### src/rtl/htfc_pkg.sv
// ============================================================================
// htfc_pkg
// Shared types, constants and helper functions for the humidity and
// temperature frame checker.
// ============================================================================
package htfc_pkg;

    // CRC-8 settings: polynomial x^8 + x^5 + x^4 + 1, no reflection, no final xor
    localparam logic [7:0] CRC_START = 8'hFF;
    localparam logic [7:0] CRC_POLY  = 8'h31;

    // Scaling to hundredths: span * raw / FULL_SCALE
    localparam logic [14:0] TEMP_SPAN_CENTI   = 15'd17500;
    localparam logic [14:0] TEMP_OFFSET_CENTI = 15'd4500;
    localparam logic [13:0] HUM_SPAN_CENTI    = 14'd10000;
    localparam logic [15:0] FULL_SCALE        = 16'hFFFF;

    // Widths of the scaled products
    localparam int TPROD_W = 31;
    localparam int HPROD_W = 30;

    // Checked words of one frame, handed from the frame sequencer to scaling
    typedef struct packed {
        logic        temp_ok;
        logic        hum_ok;
        logic [15:0] temp_word;
        logic [15:0] hum_word;
    } t_meas;

    // One byte through the CRC-8 shift register, MSB first
    function automatic logic [7:0] crc_feed(input logic [7:0] crc, input logic [7:0] b);
        logic [7:0] c;
        c = crc ^ b;
        for (int k = 0; k < 8; k++) begin
            if (c[7]) begin
                c = {c[6:0], 1'b0} ^ CRC_POLY;
            end else begin
                c = {c[6:0], 1'b0};
            end
        end
        return c;
    endfunction

    // x / 65535 for x below 2^31: quotient estimate x >> 16, remainder
    // (x mod 2^16) + estimate stays below twice the divisor, so one
    // compare and increment settles it.
    function automatic logic [15:0] div_full_scale(input logic [TPROD_W-1:0] x);
        logic [14:0] q0;
        logic [16:0] rem;
        q0  = x[TPROD_W-1:16];
        rem = {1'b0, x[15:0]} + {2'b00, q0};
        if (rem >= {1'b0, FULL_SCALE}) begin
            return {1'b0, q0} + 16'd1;
        end else begin
            return {1'b0, q0};
        end
    endfunction

endpackage

### src/rtl/htfc_frame.sv
// ============================================================================
// htfc_frame
// Byte sequencer for the six-byte frame: tracks the byte position, runs the
// CRC-8 over each word and keeps the last good temperature and humidity.
// ============================================================================
module htfc_frame
    import htfc_pkg::*;
(
    input  logic        i_clk,
    input  logic        i_rst_n,
    input  logic        i_accept,
    input  logic [7:0]  i_data_byte,
    input  logic        i_frame_start,
    output logic        o_res_valid,
    output t_meas       o_res
);

    // Byte positions within a frame
    localparam logic [2:0] POS_T_HI  = 3'd0;
    localparam logic [2:0] POS_T_LO  = 3'd1;
    localparam logic [2:0] POS_T_CRC = 3'd2;
    localparam logic [2:0] POS_H_HI  = 3'd3;
    localparam logic [2:0] POS_H_LO  = 3'd4;
    localparam logic [2:0] POS_H_CRC = 3'd5;

    logic [2:0]  r_pos,       n_pos;
    logic [7:0]  r_crc,       n_crc;
    logic [7:0]  r_hi_byte,   n_hi_byte;
    logic [7:0]  r_lo_byte,   n_lo_byte;
    logic        r_temp_good, n_temp_good;
    logic [15:0] r_temp,      n_temp;
    logic [15:0] r_hum,       n_hum;

    logic [2:0]  pos;
    logic [7:0]  crc_in;
    logic [7:0]  crc_next;
    logic [15:0] word;
    logic        crc_match;
    logic        frame_done;

    // Position of this beat: a frame start mark or an unreachable code
    // restarts the frame
    always_comb begin
        if (i_frame_start || r_pos > POS_H_CRC) begin
            pos = POS_T_HI;
        end else begin
            pos = r_pos;
        end
    end

    assign crc_in    = (pos == POS_T_HI || pos == POS_H_HI) ? CRC_START : r_crc;
    assign crc_next  = crc_feed(crc_in, i_data_byte);
    assign word      = {r_hi_byte, r_lo_byte};
    assign crc_match = (i_data_byte == r_crc);

    // Next-state decode per position
    always_comb begin
        n_pos       = r_pos;
        n_crc       = r_crc;
        n_hi_byte   = r_hi_byte;
        n_lo_byte   = r_lo_byte;
        n_temp_good = r_temp_good;
        n_temp      = r_temp;
        n_hum       = r_hum;
        frame_done  = 1'b0;
        unique case (pos) inside
            POS_T_HI, POS_H_HI: begin
                if (pos == POS_T_HI) begin
                    n_temp_good = 1'b0;
                end
                n_hi_byte = i_data_byte;
                n_crc     = crc_next;
                n_pos     = pos + 3'd1;
            end
            POS_T_LO, POS_H_LO: begin
                n_lo_byte = i_data_byte;
                n_crc     = crc_next;
                n_pos     = pos + 3'd1;
            end
            POS_T_CRC: begin
                n_temp_good = crc_match;
                if (crc_match) begin
                    n_temp = word;
                end
                n_crc = CRC_START;
                n_pos = POS_H_HI;
            end
            default: begin
                // humidity CRC byte closes the frame
                if (crc_match) begin
                    n_hum = word;
                end
                n_crc      = CRC_START;
                n_pos      = POS_T_HI;
                frame_done = 1'b1;
            end
        endcase
    end

    // Control state
    always_ff @(posedge i_clk) begin
        if (!i_rst_n) begin
            r_pos       <= POS_T_HI;
            r_crc       <= CRC_START;
            r_temp_good <= 1'b0;
            r_temp      <= '0;
            r_hum       <= '0;
        end else if (i_accept) begin
            r_pos       <= n_pos;
            r_crc       <= n_crc;
            r_temp_good <= n_temp_good;
            r_temp      <= n_temp;
            r_hum       <= n_hum;
        end
    end

    // Word holding bytes, always written before read
    always_ff @(posedge i_clk) begin
        if (i_accept) begin
            r_hi_byte <= n_hi_byte;
            r_lo_byte <= n_lo_byte;
        end
    end

    // Result of a completed frame
    assign o_res_valid     = i_accept && frame_done;
    assign o_res.temp_ok   = r_temp_good;
    assign o_res.hum_ok    = crc_match;
    assign o_res.temp_word = r_temp;
    assign o_res.hum_word  = n_hum;

endmodule

### config.mk
export PLATFORM = sky130hd
export DESIGN_NAME = htfc_frame
export DESIGN_NICKNAME = d
export VERILOG_FILES = /design/src/rtl/htfc_pkg.sv /design/src/rtl/htfc_frame.sv
export SDC_FILE = /design/constraint.sdc
export NUM_CORES = 1
export LEC_CHECK = 0
export BUFFER_PORTS_ARGS = -buffer_cell sky130_fd_sc_hd__buf_2
export CAP_MARGIN = 5
export CELL_PAD_IN_SITES_DETAIL_PLACEMENT = 0
export CELL_PAD_IN_SITES_GLOBAL_PLACEMENT = 1
export CORE_AREA = 2 2 116 118
export DETAILED_ROUTE_END_ITERATION = 10
export DIE_AREA = 0 0 118 120
export PLACE_DENSITY_LB_ADDON = 0.2
export REMOVE_ABC_BUFFERS = 1
export SYNTH_ARGS = -nofsm -noshare
export SYNTH_HDL_FRONTEND = slang
export SYNTH_SLANG_ARGS = --single-unit
### constraint.sdc
create_clock -name i_clk -period 5 [get_ports i_clk]
set_clock_uncertainty 0.05 [all_clocks]
set_input_delay 0 -clock i_clk [delete_from_list [all_inputs] [get_ports i_clk]]
set_output_delay 0 -clock i_clk [all_outputs]
set_load 0.05 [all_outputs]
==> flow_summary.json, run 1 <==
{
  "status": "finished, final reports clean",
  "final_core_util": 0.299,
  "num_antenna_cells": 0,
  "clock_path_buffers": 2,
  "worst_slew_pin_slew_ps": 919,
  "finalMaxSlewViolations": 0,
  "clkSinkCount": 60,
  "syn-mean-instance-area_um2": 12.1,
  "die_width_um": 118,
  "p_switching_w": 0.000325,
  "vias_per_cell": 3.97,
  "cp-start-kind": "flip-flop",
  "power_w": 0.00134,
  "ys_seq_area_frac": 0.430,
  "multi_input_area_um2": 1690,
  "drt-met1-wl_um": 3160,
  "clockRootBuffer": "clkbuf_16",
  "dieArea_um2": 14200,
  "synth_common_cells": "44 x dfxtp_1, 36 x nor2b_1, 33 x mux2i_1, 18 x xnor2_1, 16 x edfxtp_1",
  "h-tree-depth": 3,
  "maxSlewHeadroom": 0.386,
  "num_vias": 1963,
  "p_leak_nw": 1.82,
  "areaGrowthSynthToFinish_pct": 22.5,
  "top_layer_used": "met4",
  "seq_power_share": 0.405,
  "grt_start_max_net_pins": 42,
  "first_pass_iters": 4,
  "max_cap_viol_count": 0,
  "worst-setup-path-type": "flip-flop to output pin",
  "synth_edf_count": 16,
  "coreArea_um2": 13000,
  "power_frac_comb": 0.150,
  "cts_tree": "done",
  "power.share.clock": 0.446,
  "cts_buffers": 9,
  "fin_tns_setup_ps": 0,
  "fin_area_um2": 3880,
  "internal_power_w": 0.00101,
  "setup_violations": 0,
  "dp_hpwl_um": 4590,
  "port_buffers": 46,
  "yosysMostFrequentCell": "dfxtp_1",
  "p_sw_frac": 0.243,
  "cp.required_ps": 4950,
  "netlist-cell-type-count": 42,
  "drc_errors": 0,
  "path_max_fanout": 16,
  "worstSetupEndpointType": "output pin",
  "post_drt_wl_per_cell_um": 13.5,
  "layout_min_cycle_time_ps": 2850,
  "ios": 47,
  "grt_pass1_vias": 1978,
  "ir_drop_uv": 158,
  "antenna_found_initial": 0,
  "fillers": 1361,
  "hold_viol_final": 0,
  "ys_ff_latch": 60,
  "synth_top_area_cell": "dfxtp_1",
  "grt_pass1_wl_um": 10800,
  "track_usage": 0.101,
  "placed_area_um2": 3520,
  "first_iter_violations": 70,
  "final_nets": 331,
  "register_area_um2": 1360,
  "pwr_density_cell_nw_per_um2": 344,
  "rsz0062_at_grt": "false",
  "drive_above_1_share": 0.277,
  "rows": 42,
  "period_share": 0.569,
  "hp-class": "input pin to flip-flop",
  "cts.clk_slew.worst_paths_ps": 50,
  "die_h_um": 120,
  "place.gp.congestion": 0.752,
  "synth.area.top_cells": "dfxtp_1 28%, edfxtp_1 15%, mux2i_1 10%",
  "synth_ff_type": "dfxtp_1",
  "clk_latency_ps": 320,
  "met3WireLength_um": 230,
  "initial_core_util": 0.244,
  "synthCells": 263,
  "dr_wl_met2_um": 3130,
  "syn-cell-area_um2": 3170,
  "ys_async_sr_fraction": 0,
  "yosys_warnings": 0,
  "ant_nets": 0,
  "arrival_ps": 2800,
  "synth.top_cell.area_share": 0.278,
  "grt.overflow.total": 0,
  "fmax_ghz": 0.351,
  "drt-total-wl_um": 6660
}
## stage by stage
| step | cells | hold slack [ps] | setup slack, ps |
|---|---|---|---|
| 2_1_floorplan | 248 | 11.9 | 2670 |
| 3_3_place_gp | 470 | 218 | 2470 |
| 3_5_place_dp | 470 | 224 | 2400 |
| 4_1_cts | 494 | 103 | 2090 |
| 5_1_grt | 494 | 132 | 2010 |
| 6_report | 494 | 116 | 2150 |
## worst max-delay path, cell delays in order, from the launching register on
cell and delay [ps]:
dfxtp_1 350, nand2_1 80, and3b_1 200, inv_1 90, ha_1 240, or4b_4 510
a21oi_4 230, nand2_4 210, mux2_4 350, buf_2 210
## power groups by stage
stage | clock network, W | logic (W) | registers, W
2_1_floorplan | 0 | 0.000158 | 0.000544
3_5_place_dp | 0 | 0.000198 | 0.000552
6_report | 0.000596 | 0.000200 | 0.000541
4_1_cts | 0.000623 | 0.000204 | 0.000541
5_1_grt | 0.000650 | 0.000218 | 0.000544
3_3_place_gp | 0 | 0.000197 | 0.000551
## per-layer routing
metal	GRT usage	vias to the layer above
met5	0	-
met1	0.125	914
met3	0.0266	7
met4	0.0520	0
met2	0.161	31
li1	-	1011
## path summary, 6_finish.rpt
kind / startpoint / to / slack [ps] / depth (start not counted)
worst max register to register: r_pos[2] / r_hum[11] / 2430 / 9
worst min register to register: r_temp[6] / r_temp[6] / 460 / 2
worst max-delay path: r_pos[2] / o_res[8] / 2150 / 9
worst min-delay path: i_rst_n / r_crc[7] / 120 / 2
## logic make-up after synthesis
kind of cell,share of synthesized area
AO/OA/AOI/OAI,0.0513
AND/OR/NAND/NOR,0.150
XOR/XNOR,0.135
flip-flops,0.430
multiplexers,0.173
buffers and inverters,0.0375
adder cells (fa/ha/maj),0.0237
## area by class of cell
| class | count | area share |
|---|---|---|
| multi-input combinational | 184 | 0.435 |
| sequential | 60 | 0.351 |
| timing repair buffer | 54 | 0.0799 |
| clock buffer | 11 | 0.0600 |
| tap | 176 | 0.0567 |
| clock inverter | 5 | 0.0135 |
| inverter | 4 | 0.00387 |
## cell usage in the layout, fill, tap and decap left out, drive strengths merged, types with 4 or more instances in the layout
master | netlist | final
mux2 | 16 | 16
clkbuf | 8 | 11
mux2i | 33 | 33
o22a | 5 | 5
dfxtp | 44 | 44
dlygate4sd3 | 0 | 8
a21oi | 5 | 5
nand2 | 11 | 11
xnor2 | 18 | 18
ha | 6 | 6
buf | 7 | 46
nor2b | 36 | 36
nor2 | 5 | 5
inv | 4 | 4
edfxtp | 16 | 16
xor2 | 14 | 14
## state kept, by name, indices dropped and copies added (netlist names)
| register | flops |
|---|---|
| r_pos | 3 |
| r_temp | 16 |
| r_hi_byte | 8 |
| r_lo_byte | 8 |
| r_crc | 8 |
| r_hum | 16 |
| r_temp_good | 1 |
## what timing repair did
action	in CTS	in global routing
setup buffers	0	0
hold endpoints to repair	16	0
resized for setup	0	0
hold buffers	8	0
Power figures use the tool's default switching activity.
==> run 2: changes to the inputs <==
==> constraint.sdc (replaced) <==
create_clock -name i_clk -period 2.8 [get_ports i_clk]
set_clock_uncertainty 0.05 [all_clocks]
set_input_delay 0 -clock i_clk [delete_from_list [all_inputs] [get_ports i_clk]]
set_output_delay 0 -clock i_clk [all_outputs]
set_load 0.05 [all_outputs]
==> run 2 against run 1 <==
Compared with the run above: power rose by 83%; design area is 5.4% higher; die area is the same; via count grew 3.2%; sequential cell count is the same; sequential share of layout area decreased by 1.6 points; final cell count grew 1.4%; global-route usage up 0.053 points; clock-buffer cell count rose by 3; critical path type unchanged; critical endpoint is now o_res[9].
==> flow_summary.json, run 2 (synthesis results as in run 1) <==
{
  "worst-setup-path-type": "flip-flop to output pin",
  "power_frac_comb": 0.150,
  "period_share": 0.967,
  "crit_buf_inv": 2,
  "cts_tree": "done",
  "worstSetupEndpointType": "output pin",
  "ant_nets": 0,
  "num_vias": 2025,
  "dieArea_um2": 14200,
  "cp-start-kind": "flip-flop",
  "seq_power_share": 0.395,
  "p_leak_nw": 1.87,
  "fin_area_um2": 4090,
  "coreArea_um2": 13000,
  "vias_per_cell": 4.04,
  "cp.required_ps": 2750,
  "top_regs": "r_hum: 16 flops, r_temp: 16 flops",
  "cts_buffers": 9,
  "clk_latency_ps": 320,
  "hp-class": "input pin to flip-flop",
  "die_h_um": 120,
  "initial_core_util": 0.244,
  "first_iter_violations": 65,
  "fin_tns_setup_ps": 0,
  "setup_violations": 0,
  "grt_pass1_wl_um": 11000,
  "ir_drop_uv": 289,
  "status": "finished, final reports clean",
  "die_width_um": 118,
  "internal_power_w": 0.00186,
  "rows": 42,
  "antenna_found_initial": 0,
  "fin_ws_ps": 91.2,
  "clkSinkCount": 60,
  "power.share.clock": 0.455,
  "max_cap_viol_count": 0,
  "grt_start_max_net_pins": 35,
  "maxSlewHeadroom": 0.400,
  "clockRootBuffer": "clkbuf_16",
  "finalMaxSlewViolations": 0,
  "cpPeakStageDelay_ps": 490,
  "final_cell_mix": "41 x dfxtp_1, 36 x nor2b_1, 33 x mux2i_1",
  "grt.overflow.total": 0,
  "clock_path_buffers": 2,
  "post_drt_wl_per_cell_um": 14.2,
  "whs_ps": 102,
  "port_buffers": 46,
  "final_nets": 338,
  "cts.clk_slew.worst_paths_ps": 50,
  "grt_pass1_vias": 2061,
  "placed_area_um2": 3530,
  "pwr_density_cell_nw_per_um2": 597,
  "num_antenna_cells": 0,
  "layout_min_cycle_time_ps": 2710,
  "fillers": 1357,
  "cp_top_family": "simple AND/OR/NAND/NOR gates",
  "crit_chain": "nand2_1 -> and3b_2 -> inv_2 -> ha_4 -> or4b_4 -> a21oi_4 -> nand2_4 -> mux2_2 -> buf_4",
  "hold_viol_final": 0,
  "track_usage": 0.101,
  "areaGrowthSynthToFinish_pct": 29.1,
  "dp_hpwl_um": 4710,
  "h-tree-depth": 3,
  "drc_errors": 0,
  "rsz0062_at_grt": "true",
  "drt-total-wl_um": 7090,
  "dp_worst_setup_slack_ps": 182,
  "fmax_ghz": 0.369,
  "drive_above_1_share": 0.305,
  "critPathSlowestCell": "or4b_4",
  "p_switching_w": 0.000580,
  "worst_slew_pin_slew_ps": 898,
  "ios": 47,
  "first_pass_iters": 4,
  "p_sw_frac": 0.237,
  "final_common_cell": "dfxtp_1",
  "path_max_fanout": 8,
  "register_area_um2": 1370,
  "multi_input_area_um2": 1730,
  "place.gp.congestion": 0.720,
  "arrival_ps": 2660
}
==> run 2: changes by cell type in the layout (fill, tap and decap cells not counted), sizes merged <==
| cell | delta |
|---|---|
| clkbuf | +3 |
| clkinvlp | -1 |
| nand2 | +1 |
| clkinv | -2 |
| buf | +5 |
| dlygate4sd3 | +1 |
==> run 2: routing by layer <==
layer	vias up	global-route usage	part of all wire
li1	1025	-	-
met1	954	0.126	0.48
met2	38	0.164	0.47
met3	8	0.0261	0.033
met4	0	0.0474	0.018
met5	-	0	0
==> run 2: power by group through the flow <==
stage / sequential, W / combinational (W) / clock (W)
6_report: 0.000965 / 0.000367 / 0.00111
2_1_floorplan: 0.000972 / 0.000283 / 0
3_3_place_gp: 0.000984 / 0.000355 / 0
5_1_grt: 0.000970 / 0.000404 / 0.00118
4_1_cts: 0.000966 / 0.000369 / 0.00115
3_5_place_dp: 0.000984 / 0.000355 / 0
==> run 2: through the flow <==
step,std cells,utilization,total power [W]
6_report,501,0.315,0.00244
5_1_grt,501,0.315,0.00255
4_1_cts,498,0.303,0.00248
3_5_place_dp,472,0.272,0.00134
3_3_place_gp,472,0.272,0.00134
2_1_floorplan,248,-,0.00125
==> run 2: layout make-up <==
class / count / area share
clock inverter: 2 / 0.00856
timing repair buffer: 60 / 0.113
inverter: 4 / 0.00367
multi-input combinational: 185 / 0.422
tap: 176 / 0.0538
clock buffer: 14 / 0.0645
sequential: 60 / 0.334
==> run 2: final timing paths <==
check,end,slack (ps),from,depth (start not counted)
setup / recovery,o_res[9],90,r_pos[2],9
hold / removal,r_crc[3],100,i_accept,3
setup reg to reg,r_hum[11],280,r_pos[2],11
hold reg to reg,r_temp[6],460,r_temp[6],2
==> run 2: worst register-to-register path: stages, from the launching register on <==
cell,delay [ps]
dfxtp_4,350
nand2_1,60
and3b_2,210
inv_2,70
ha_4,160
or4b_4,490
a21oi_4,320
buf_4,180
nand4_4,110
buf_12,190
mux2i_1,170
nor2b_1,60
==> run 2: repair_timing <==
action | 4_1_cts | 5_1_grt
setup buffers | 1 | 2
cloned | 0 | 1
gates resized for setup | 1 | 55
hold endpoints to repair | 21 | 0
pin swaps | 1 | 3
setup endpoints to repair | 16 | 32
hold buffers | 9 | 0
==> run 3: changes to the inputs <==
--- a/config.mk
+++ b/config.mk
@@ -10,6 +10,7 @@
 export CELL_PAD_IN_SITES_DETAIL_PLACEMENT = 0
 export CELL_PAD_IN_SITES_GLOBAL_PLACEMENT = 1
 export CORE_AREA = 2 2 116 118
+export CTS_CLUSTER_SIZE = 24
 export DETAILED_ROUTE_END_ITERATION = 10
 export DIE_AREA = 0 0 118 120
 export PLACE_DENSITY_LB_ADDON = 0.2
==> constraint.sdc (replaced) <==
create_clock -name i_clk -period 3 [get_ports i_clk]
set_clock_uncertainty 0.05 [all_clocks]
set_input_delay 0 -clock i_clk [delete_from_list [all_inputs] [get_ports i_clk]]
set_output_delay 0 -clock i_clk [all_outputs]
set_load 0.05 [all_outputs]
==> run 3 against run 2 <==
Compared with the run above: wire length fell by 4.7%; clock power fell by 6%; worst setup slack improved by 100 ps; sequential cell count did not move; clock-buffer cell count fell by 2; utilization fell by 1.2 points; final cell count fell by 0.60%; critical path type unchanged; highest routed layer unchanged; critical path depth did not move; non-clock buffer count fell by 2; die area did not move; combinational power fell by 7.9%.
==> flow_summary.json, run 3 (synthesis results as in run 1) <==
{
  "ant_nets": 0,
  "pwr_density_cell_nw_per_um2": 580,
  "coreArea_um2": 13000,
  "h-tree-depth": 3,
  "clk_latency_ps": 320,
  "cts_buffers": 9,
  "dp_hpwl_um": 4750,
  "crit_buf_inv": 2,
  "fin_tns_setup_ps": 0,
  "cp-start-kind": "flip-flop",
  "hp-start": "i_accept",
  "final_common_cell": "buf_2",
  "top_regs": "r_hum: 16 flops, r_temp: 16 flops",
  "grt_start_max_net_pins": 34,
  "timing.rr.end": "r_hum[4]",
  "ios": 47,
  "clkSinkCount": 60,
  "die_width_um": 118,
  "first_pass_iters": 3,
  "final_nets": 335,
  "finalNonFillerCells": 498,
  "drt-total-wl_um": 6760,
  "dieArea_um2": 14200,
  "drc_errors": 0,
  "final_core_util": 0.304,
  "die_h_um": 120,
  "ir_drop_uv": 285,
  "layout_min_cycle_time_ps": 2810,
  "rows": 42,
  "final_cell_mix": "46 x buf_2, 44 x dfxtp_1, 36 x nor2b_1",
  "placed_cells": 473,
  "p_leak_nw": 1.83,
  "num_antenna_cells": 0,
  "grt_util_met1": 0.133,
  "areaGrowthSynthToFinish_pct": 24.4,
  "initial_core_util": 0.244,
  "critPathSlowestCell": "or4b_4",
  "met2_usage": 0.161,
  "grt_busiest_layer": "met2",
  "reg2reg_from": "r_pos[2]",
  "hp-class": "input pin to flip-flop",
  "crit_chain": "nand2_1 -> and3b_1 -> inv_1 -> ha_1 -> or4b_4 -> a21oi_4 -> nand2_8 -> mux2_4 -> buf_2",
  "post_drt_wl_per_cell_um": 13.6,
  "rsz0062_at_grt": "false",
  "clockRootBuffer": "clkbuf_16",
  "cp.required_ps": 2950,
  "vias_per_cell": 4.00,
  "status": "finished, final reports clean",
  "hold_path_end": "r_pos[0]",
  "path_max_fanout": 16,
  "arrival_ps": 2760,
  "postCtsSetupBuffers": 0,
  "worst_slew_pin_slew_ps": 476,
  "setup_violations": 0,
  "track_usage": 0.103,
  "cpPeakStageDelay_ps": 510,
  "port_buffers": 46,
  "hold_viol_final": 0,
  "drive_above_1_share": 0.286,
  "grt.overflow.total": 0,
  "cts.clk_slew.worst_paths_ps": 50,
  "worstSetupEndpointType": "output pin",
  "maxSlewHeadroom": 0.680,
  "num_vias": 1991,
  "max_cap_viol_count": 0,
  "fmax_ghz": 0.356,
  "cts_tree": "done",
  "worst-setup-path-type": "flip-flop to output pin",
  "grt_pass1_wl_um": 11200,
  "r2r_slack_ps": 360,
  "cp_top_family": "simple AND/OR/NAND/NOR gates",
  "clock_path_buffers": 2,
  "first_iter_violations": 104,
  "grt_pass1_vias": 2032,
  "finalMaxSlewViolations": 0,
  "place.gp.congestion": 0.745,
  "use_met3": 0.0266,
  "worstHoldPathCells": 3,
  "reg2regPathDepth": 9,
  "antenna_found_initial": 0,
  "period_share": 0.936
}
[run 3: cell count changes in the layout (fill, tap and decap cells not counted), sizes merged]
cell,delta
clkinv,+1
nand2,-1
clkbuf,-2
buf,-2
clkinvlp,+1
[run 3: worst max-delay path by stage]
stage,startpoint,to,slack (ps),cells past startpoint
after CTS,r_pos[2],o_res[8],100,9
after global routing,r_pos[2],o_res[0],50,9
after detailed placement,r_pos[2],r_hum[8],380,9
after global placement,r_pos[2],r_hum[12],470,9
final,r_pos[2],o_res[8],190,9
after floorplan,r_pos[2],r_hum[0],670,9
[run 3: repair_timing]
item | 4_1_cts | 5_1_grt
resized for setup | 0 | 1
hold buffers | 9 | 0
endpoints found under the setup margin | 0 | 5
endpoints found under the hold margin | 22 | 0
[run 3: metrics by stage]
step | total power, W | setup WS [ps] | instance area (um^2) | hold slack (ps)
floorplan | 0.00117 | 668 | 3070 | 11.9
global placement | 0.00125 | 467 | 3540 | 218
detailed placement | 0.00125 | 384 | 3540 | 222
CTS | 0.00233 | 99.8 | 3930 | 120
global route | 0.00240 | 52.2 | 3940 | 158
finish | 0.00228 | 193 | 3940 | 115
[run 3: tightest hold or removal path, stage by stage]
cell and delay, ps:
buf_2 210, o21ai_0 190, nor2_1 40
[run 3: metal layers]
| layer | wire length (um) | vias to the layer above |
|---|---|---|
| met4 | 102 | 0 |
| met1 | 3360 | 930 |
| met2 | 3090 | 32 |
| met5 | 0 | - |
| li1 | - | 1019 |
| met3 | 208 | 10 |
[run 3: layout make-up]
type,instances,area [um^2]
multi-input combinational,184,1700
sequential,60,1360
clock inverter,4,47.5
fill,1341,9040
tap,176,220
timing repair buffer,58,343
inverter,4,15.0
clock buffer,12,256
[run 3: where the power goes]
part           total [W]  leakage, nW  switching (W)  internal [W]
Clock            0.00104        0.149       0.000360      0.000685
Combinational   0.000338         1.18       0.000150      0.000189
Sequential      0.000902        0.506      0.0000383      0.000863
